**src/rtl/eatq_pkg.sv**
```systemverilog
`timescale 1ns / 1ps
// ----------------------------------------------------------------------------
// Adaptive threshold QRS marker: shared package
// Sizes, command and register codes, state encoding and the control and
// status bundles that pass between the controller and the datapath.
// ----------------------------------------------------------------------------
package eatq_pkg;

    localparam int TRAIN_LEN   = 256;
    localparam int FRAME_LEN   = 256;
    localparam int SAMPLE_BITS = 16;

    localparam int ADDR_W = (TRAIN_LEN > 1) ? $clog2(TRAIN_LEN) : 1;
    localparam int FILL_W = $clog2(TRAIN_LEN + 1);
    localparam int POS_W  = (FRAME_LEN > 1) ? $clog2(FRAME_LEN) : 1;

    localparam int SAMPLE_FIELD_W = 16;
    localparam int THR_W          = 15;
    localparam int COEF_W         = 16;
    localparam int CMD_W          = 2;
    localparam int CFG_IDX_W      = 1;

    localparam int IN_TDATA_W  = 16;
    localparam int OUT_TDATA_W = 32;

    localparam logic [COEF_W-1:0] Q15_ONE     = 16'h8000;
    localparam logic [COEF_W-1:0] ALPHA_RESET = 16'd1802;
    localparam logic [COEF_W-1:0] GAMMA_RESET = 16'd5734;
    localparam logic [THR_W-1:0]  PEAK_MAX    = 15'h7FFF;

    localparam logic [CMD_W-1:0] CMD_PUSH       = 2'd0;
    localparam logic [CMD_W-1:0] CMD_DRAIN      = 2'd1;
    localparam logic [CMD_W-1:0] CMD_NEW_RECORD = 2'd2;

    localparam logic [CFG_IDX_W-1:0] REG_ALPHA = 1'd0;
    localparam logic [CFG_IDX_W-1:0] REG_GAMMA = 1'd1;

    typedef enum logic [2:0] {
        ST_IDLE,
        ST_DECODE,
        ST_EMIT,
        ST_MUL_A,
        ST_MUL_B,
        ST_UPDATE
    } t_state;

    typedef struct packed {
        logic capture;
        logic train_push;
        logic append_push;
        logic mem_read;
        logic emit;
        logic end_training;
        logic clear;
        logic mul_a;
        logic mul_b;
        logic update;
    } t_dp_cmd;

    typedef struct packed {
        logic [CMD_W-1:0] command;
        logic             line_empty;
        logic             line_full;
        logic             training_done;
        logic             out_free;
        logic             frame_close;
    } t_dp_sts;

endpackage

```
**src/rtl/eatq_ctrl.sv**
```systemverilog
`timescale 1ns / 1ps
// ----------------------------------------------------------------------------
// Adaptive threshold QRS marker: controller
// Sequences each input beat through decode; a beat that reads the delay line
// then gets its mark decision and, at a frame close, two threshold multiplies.
// ----------------------------------------------------------------------------
module eatq_ctrl (
    input  logic              i_clk,
    input  logic              i_rst_n,
    input  logic              i_s_axis_tvalid,
    output logic              o_s_axis_tready,
    input  eatq_pkg::t_dp_sts i_sts,
    output eatq_pkg::t_dp_cmd o_cmd
);

    eatq_pkg::t_state r_state;
    eatq_pkg::t_state n_state;

    always_ff @(posedge i_clk) begin
        if (!i_rst_n) begin
            r_state <= eatq_pkg::ST_IDLE;
        end else begin
            r_state <= n_state;
        end
    end

    always_comb begin
        n_state = r_state;
        case (r_state)
            eatq_pkg::ST_IDLE: begin
                if (i_s_axis_tvalid) begin
                    n_state = eatq_pkg::ST_DECODE;
                end
            end
            eatq_pkg::ST_DECODE: begin
                n_state = eatq_pkg::ST_IDLE;
                if (i_sts.command == eatq_pkg::CMD_PUSH && i_sts.training_done
                        && i_sts.line_full) begin
                    n_state = eatq_pkg::ST_EMIT;
                end else if (i_sts.command == eatq_pkg::CMD_DRAIN && !i_sts.line_empty) begin
                    n_state = eatq_pkg::ST_EMIT;
                end
            end
            eatq_pkg::ST_EMIT: begin
                if (i_sts.out_free) begin
                    n_state = i_sts.frame_close ? eatq_pkg::ST_MUL_A : eatq_pkg::ST_IDLE;
                end
            end
            eatq_pkg::ST_MUL_A:  n_state = eatq_pkg::ST_MUL_B;
            eatq_pkg::ST_MUL_B:  n_state = eatq_pkg::ST_UPDATE;
            eatq_pkg::ST_UPDATE: n_state = eatq_pkg::ST_IDLE;
            default:             n_state = eatq_pkg::ST_IDLE;
        endcase
    end

    always_comb begin
        o_cmd           = '0;
        o_s_axis_tready = 1'b0;
        case (r_state)
            eatq_pkg::ST_IDLE: begin
                o_s_axis_tready = 1'b1;
                o_cmd.capture   = i_s_axis_tvalid;
            end
            eatq_pkg::ST_DECODE: begin
                case (i_sts.command)
                    eatq_pkg::CMD_PUSH: begin
                        if (!i_sts.training_done) begin
                            o_cmd.train_push = 1'b1;
                        end else if (i_sts.line_full) begin
                            o_cmd.mem_read = 1'b1;
                        end else begin
                            o_cmd.append_push = 1'b1;
                        end
                    end
                    eatq_pkg::CMD_DRAIN: begin
                        o_cmd.end_training = 1'b1;
                        o_cmd.mem_read     = !i_sts.line_empty;
                    end
                    eatq_pkg::CMD_NEW_RECORD: begin
                        o_cmd.clear = 1'b1;
                    end
                    default: begin
                        o_cmd = '0;
                    end
                endcase
            end
            eatq_pkg::ST_EMIT:   o_cmd.emit   = i_sts.out_free;
            eatq_pkg::ST_MUL_A:  o_cmd.mul_a  = 1'b1;
            eatq_pkg::ST_MUL_B:  o_cmd.mul_b  = 1'b1;
            eatq_pkg::ST_UPDATE: o_cmd.update = 1'b1;
            default: begin
                o_cmd = '0;
            end
        endcase
    end

endmodule

```
**config.mk**
```make
export PLATFORM = sky130hd
export DESIGN_NAME = eatq_ctrl
export DESIGN_NICKNAME = d
export VERILOG_FILES = /design/src/rtl/eatq_pkg.sv /design/src/rtl/eatq_ctrl.sv
export SDC_FILE = /design/constraint.sdc
export NUM_CORES = 1
export LEC_CHECK = 0
export BUFFER_PORTS_ARGS = -buffer_cell sky130_fd_sc_hd__buf_2
export CAP_MARGIN = 25
export CORE_AREA = 4 4 41 43
export CTS_CLUSTER_DIAMETER = 120
export DETAILED_ROUTE_END_ITERATION = 7
export DIE_AREA = 0 0 45 47
export PLACE_DENSITY_LB_ADDON = 0.15
export SETUP_SLACK_MARGIN = 0.4
export SKIP_LAST_GASP = 1
export SLEW_MARGIN = 40
export SYNTH_ARGS = -nofsm -noshare
export SYNTH_HDL_FRONTEND = slang
export SYNTH_SLANG_ARGS = --single-unit
export TNS_END_PERCENT = 50
```
**constraint.sdc**
```tcl
create_clock -name i_clk -period 1.5 [get_ports i_clk]
set_clock_uncertainty 0.1 [all_clocks]
set_input_delay 0.15 -clock i_clk [delete_from_list [all_inputs] [get_ports i_clk]]
set_output_delay 0.15 -clock i_clk [all_outputs]
set_load 0.03 [all_outputs]
```
After elaboration in Yosys (flattened, before gate mapping)
Index checks and enable logic that the tools add are counted.
{"block": "totals", "inputBits": 10, "word_cells": 39, "out_inout_bits": 11, "register_bits": 3}
{"block": "classes", "n_mux": 22, "reduce_logical": 7, "eq_ne": 9}
{"cell": "one-hot mux 3 bit (5 select lines)", "count": 1}
{"cell": "2-to-1 mux 2 bit", "count": 6}
{"cell": "2-to-1 mux 1 bit", "count": 11}
{"cell": "2-to-1 mux 3 bit", "count": 3}
{"cell": "equality test 3 x 2 -> 1 bit, second input constant", "count": 2}
{"cell": "equality test 3 bit, second input constant", "count": 2}
{"cell": "inequality test 2 bit, second input constant", "count": 2}
{"cell": "equality test 3 x 1 -> 1 bit, second input constant", "count": 1}
{"cell": "logical AND 1 bit", "count": 3}
{"cell": "zero test 3 bit", "count": 1}
{"cell": "equality test 2 x 1 -> 1 bit, second input constant", "count": 1}
{"cell": "equality test 2 bit, second input constant", "count": 1}
{"cell": "zero test 2 bit", "count": 1}
{"cell": "one-hot mux 1 bit (2 select lines)", "count": 1}
{"cell": "AND reduction 2 bit", "count": 1}
{"cell": "zero test 1 bit", "count": 1}

Logic depth before layout (Yosys ltp)
Gate-level depths: netlist of run 1.
{"block": "logic_depth", "ltp_word": 5, "ltp_mapped": 4, "depth_no_buf": 3}

Worst setup path before layout of run 1
Ideal clock, no wire load.
{"block": "synth_timing", "path_kind": "flip-flop to output port", "start": "register r_state[2]", "end": "output o_cmd[7] (netlist name)", "t_arrival_ns": 1.916, "required_time_ns": 1.250, "n_path_buf": 0, "setup_slack_ns": -0.666, "stages_incl_launch_ff": 3, "path_cell_list": "dfxtp_1 > or4b_4 > nor4b_1"}
{"item": "from (decl)", "line_no": "eatq_ctrl.sv:16", "text": "eatq_pkg::t_state r_state;"}
{"item": "from (signal assigned)", "line_no": "eatq_ctrl.sv:21", "text": "r_state <= eatq_pkg::ST_IDLE;"}
{"item": "from (signal assigned)", "line_no": "eatq_ctrl.sv:23", "text": "r_state <= n_state;"}
{"item": "to (decl)", "line_no": "eatq_ctrl.sv:13", "text": "output eatq_pkg::t_dp_cmd o_cmd"}

==> results of run 1 <==
-- power breakdown --
part / leakage, nW / total, mW / switching, mW / internal (mW)
clock network: 0.0150 / 0.137 / 0.0380 / 0.0994
registers: 0.0254 / 0.0838 / 0.00127 / 0.0825
logic: 0.254 / 0.0991 / 0.0509 / 0.0481
-- metal layers --
metal,wire length (um),track usage (%),part of all wire (%),up-vias
li1,-,-,-,189
met1,369,10.7,39,175
met2,494,18.4,52,18
met3,83,1.15,8.8,0
met4,0,7.02,0,0
met5,0,0,0,-
-- cells by family (layout without fill, tap and decap cells) --
| group | after synthesis | in the layout | synth area share, % |
|---|---|---|---|
| flip-flops | 3 | 3 | 22.5 |
| AND/OR/NAND/NOR | 22 | 22 | 54.9 |
| buffers and inverters | 5 | 36 | 7.04 |
| AO/OA/AOI/OAI | 4 | 4 | 15.5 |
-- critical path: stages (launching register included) --
cell,delay (ps)
dfxtp_2,310
or4b_4,570
nor4b_4,240
buf_6,160
-- synth_stat cells --
library cell  count
nor3_1            4
nor2_1            3
or4_1             1
or4b_4            1
nand2_1           1
o21ai_0           1
and3b_1           2
o2111a_1          1
nor4b_1           2
dfxtp_1           3
nand3b_1          2
nor3b_1           2
and3_1            1
clkbuf_1          3
nand2b_1          1
a21oi_4           1
a2111oi_0         1
and2_1            1
inv_1             2
nor2b_1           1
-- cell type report --
type                    count  area (um^2)
flip-flops and latches      3         62.6
fillers                   146          693
inverters                   2         7.51
well taps                  15         18.8
repair buffers             30          233
multi-input cells          26          260
clock buffers               4         26.3
-- cell usage in the layout (no fill, tap or decap), drive strengths merged --
cell / count
a2111oi: 1
a21oi: 1
and2: 1
and3: 1
and3b: 2
buf: 30
clkbuf: 4
dfxtp: 3
inv: 2
nand2: 1
nand2b: 1
nand3b: 2
nor2: 3
nor2b: 1
nor3: 4
nor3b: 2
nor4b: 2
o2111a: 1
o21ai: 1
or4: 1
or4b: 1
-- per-stage QoR --
step           setup WS [ps]  instances  instance area [um^2]  power (mW)
2_1_floorplan          -77.8         34                   347       0.133
3_3_place_gp           -66.6         69                   463       0.164
3_5_place_dp           -79.1         69                   463       0.164
4_1_cts                 -279         79                   587       0.321
5_1_grt                 -316         80                   608       0.341
6_report                -259         80                   608       0.320
-- how the worst max path moves through the flow --
stage          endpoint  slack (ps)  cells after the start
6_report       o_cmd[7]        -260                      3
3_5_place_dp   o_cmd[7]         -80                      3
2_1_floorplan  o_cmd[7]         -80                      2
5_1_grt        o_cmd[7]        -320                      3
4_1_cts        o_cmd[7]        -280                      3
3_3_place_gp   o_cmd[7]         -70                      3
-- what timing repair did --
item | in CTS | in global routing
resized for setup | 14 | 4
setup endpoints to repair | 14 | 14
pin swaps | 1 | 2
setup buffers | 5 | 1
cloned | 1 | 0
==> flow_summary.ini, run 1 <==
[run_status]
violations = setup timing
outcome = complete, but fails checks

[floorplanning]
fp.dieArea_um2 = 2120
row_count = 13
fp.dieW_um = 45
core_area_um2 = 1300
dieHeight_um = 47
boundaryPins = 21
start_util_pct = 20.5

[sta]
min_period_over_period_pct = 117
setup_viol = 4
rsz0062_at_grt = true
worstMarginPinSlew_ps = 405
whs_ps = 73.7
layout_min_cycle_time_ps = 1760
max_freq_ghz = 0.568
finalWorstSetupSlack_ps = -259
tns_ps = -875
relSlewSlack_pct = 72.3
hold_viol = 0
drv_slew = 0

[finish]
layout.nets = 76
reg_top3 = r_state: 3 flops
largest_reg_flops = 3
fin_util_pct = 46.7
top_register = r_state
diodes = 0
area_growth_syn_to_layout_pct = 128
drive_above_1_share_pct = 72.3

[detailed_routing]
route.detailed.drc = 0
ant_nets = 0
viasPerCell = 4.78
dr.first_iter.drc_count = 1
first_pass_iters = 2
wl_per_cell_um = 11.8
wirelength_um = 947
routed-via-count = 382

[power]
leakage_nw = 0.294
vdd_drop_max_mv = 0.237
p_per_area_nw_per_um2 = 527

[critical_path]
end_kind = primary output
reg2reg_to = r_state[1]
r2r_cells = 4
worst_r2r_startpoint = r_state[1]
r2r_slack_ps = 10
cp-start-kind = flip-flop
critPathKind = reg2out
crit_path_start = r_state[1]
worstPathArrival_ps = 1510
cp_max_fo = 4
required_ps = 1250

[global_routing]
antenna_found_initial = 0
grt_max_degree = 12
track_usage_pct = 10.0
overflow = 0
grt_pass1_wl_um = 1520
grt_pass1_vias = 392

[logic_synthesis]
synth_cell_types = 20
synth_top_area_cell = dfxtp_1
synthTopCellsByArea = dfxtp_1 23%, nor3_1 7.5%, and3b_1 6.6%, nor4b_1 6.6%, a21oi_4 6.1%
synth_top_area_share_pct = 22.5
ys_warn_count = 0
synth.cell_area_um2 = 267
ys_ff_latch = 3
ys_seq_area_share_pct = 22.5
syn_nets = 44
avgSynthCellArea_um2 = 7.84
netlist_instances = 34

[min_path]
hold_path.startpoint = i_rst_n
hold_class = in2reg
whs_endpoint = r_state[2]
min_path_cells = 3

[cts]
cts_max_path_buffers = 2
h-tree-depth = 1
cts.clk_slew.worst_paths_ps = 30
numCtsBuffers = 3
cts_sinks = 3
cts_tree = built
ctsRootBufferMaster = clkbuf_4
clk_latency_ps = 230
cts_hold_buffers = 0

[placed_design]
dp_hpwl_um = 669
place_congestion = 0.624
port_buffers = 20

[flow_run]
max_cap_viol_count = 0
(Power assumes the default switching activity.)
==> inputs of run 2 (changes only) <==
- BUFFER_PORTS_ARGS: -buffer_cell sky130_fd_sc_hd__buf_2 -> -buffer_cell sky130_fd_sc_hd__clkbuf_2
- clock period: 1.5 -> 2.12 ns (I/O delays scaled with it)
==> run 2 against run 1 <==
Net effect:
- the flow now finishes without violations
- die area stayed put
- critical endpoint unchanged
- largest power group unchanged
- sequential power is 30% lower
- largest cell class unchanged
- highest routed layer is now met4
- core utilization is 12 points lower
==> flow_summary.ini, run 2 (synthesized netlist as in run 1, its figures left out) <==
[critical_path]
cp.depth = 3
critPathKind = reg2out
worstPathArrival_ps = 1540
required_ps = 1810
end_kind = primary output
cp-start-kind = flip-flop
critPathBufInv = 1
path_delay_family = simple AND/OR/NAND/NOR gates
r2r_cells = 3
slowest_stage = or4b_4
critPathMaxStageDelay_ps = 570
cp_max_fo = 4
crit_chain = or4b_4 > nor4b_4 > buf_6

[power]
power_frac_clock_pct = 47.7
total_power_mw = 0.211
power_switching_share_pct = 28.8
switchingPower_mw = 0.0606
leakage_nw = 0.225
p_per_area_nw_per_um2 = 466
combPwrFrac_pct = 24.4
p_int_mw = 0.150
vdd_drop_max_mv = 0.162
share_seq_of_total_power_pct = 28.0

[placed_design]
pre_cts_slack_ps = 468
dp.cells = 69
dp_hpwl_um = 640
port_buffers = 20
dpl_cell_area_um2 = 408
place_congestion = 0.665

[min_path]
hold_class = in2reg
min_path_cells = 3

[cts]
cts.clk_slew.worst_paths_ps = 40
cts_setup_buffers = 0
numCtsBuffers = 3
clk_latency_ps = 230
cts_sinks = 3
h-tree-depth = 1
cts_max_path_buffers = 2
ctsRootBufferMaster = clkbuf_4
cts_tree = built

[sta]
max_freq_ghz = 0.539
worstMarginPinSlew_ps = 329
relSlewSlack_pct = 77.5
whs_ps = 131
setup_viol = 0
tns_ps = 0
finalWorstSetupSlack_ps = 265
layout_min_cycle_time_ps = 1860
rsz0062_at_grt = true
min_period_over_period_pct = 87.5
drv_slew = 0
hold_viol = 0

[floorplanning]
row_count = 13
start_util_pct = 20.5
dieHeight_um = 47
fp.dieArea_um2 = 2120
boundaryPins = 21
fp.dieW_um = 45
core_area_um2 = 1300

[finish]
reg_top3 = r_state: 3 flops
fin_util_pct = 34.7
top_register = r_state
largest_reg_flops = 3
layout.nets = 69
drive_above_1_share_pct = 51.7
n_fill_cell = 143
layout_common_cells = 18 x clkbuf_2, 4 x buf_4
final_common_cell = clkbuf_2
area_growth_syn_to_layout_pct = 69.5
diodes = 0
instances_no_fill = 73
postLayoutCellArea_um2 = 452

[detailed_routing]
wl_per_cell_um = 11.8
routed-via-count = 343
dr.first_iter.drc_count = 7
ant_nets = 0
wirelength_um = 860
first_pass_iters = 4
route.detailed.drc = 0
viasPerCell = 4.70

[global_routing]
antenna_found_initial = 0
grt_pass1_vias = 298
grt_max_degree = 12
track_usage_pct = 8.05
overflow = 0
grt_pass1_wl_um = 1210

[flow_run]
max_cap_viol_count = 0

[run_status]
outcome = finished clean
run 2: cell types whose count changed in the layout (fill, tap and decap cells not counted), sizes merged:
| cell | previous run | this run |
|---|---|---|
| buf | 30 | 5 |
| clkbuf | 4 | 22 |
run 2: tightest hold or removal path, cell delays in order:
cell and delay (ps):
clkbuf_2 90, inv_1 70, nor2_1 50
run 2: final timing paths:
path | start | to | slack [ps]
hold reg to reg | r_state[0] | r_state[0] | 490
setup / recovery | r_state[1] | o_cmd[7] | 260
hold / removal | i_rst_n | r_state[2] | 130
setup reg to reg | r_state[1] | r_state[1] | 750
run 2: routing by layer:
layer  track usage [%]  vias to the layer above  part of all wire, %  routed length [um]
met4              7.02                        0                  1.7                  15
met2              13.3                        9                   57                 492
li1                  -                      172                    -                   -
met3              1.53                        2                  5.7                  49
met5                 0                        -                    0                   0
met1              8.84                      160                   35                 303
run 2: layout make-up:
type                    instances  area (um^2)  share of cell area [%]
clock buffers                   4         26.3                    5.82
inverters                       2         7.51                    1.66
repair buffers                 23          131                    29.1
well taps                      15         18.8                    4.16
flip-flops and latches          3         60.1                    13.3
multi-input cells              26          208                    46.0
run 2: power groups by stage:
| stage | logic (mW) | clock network (mW) | registers (mW) |
|---|---|---|---|
| 6_report | 0.0513 | 0.100 | 0.0589 |
| 5_1_grt | 0.0547 | 0.111 | 0.0592 |
| 4_1_cts | 0.0492 | 0.106 | 0.0589 |
| 3_5_place_dp | 0.0489 | 0 | 0.0598 |
| 3_3_place_gp | 0.0491 | 0 | 0.0599 |
| 2_1_floorplan | 0.0287 | 0 | 0.0596 |
run 2: timing repair:
item	CTS	global route
pin swaps	1	0
hold buffers	0	0
gates resized for setup	2	4
endpoints found under the setup margin	4	4
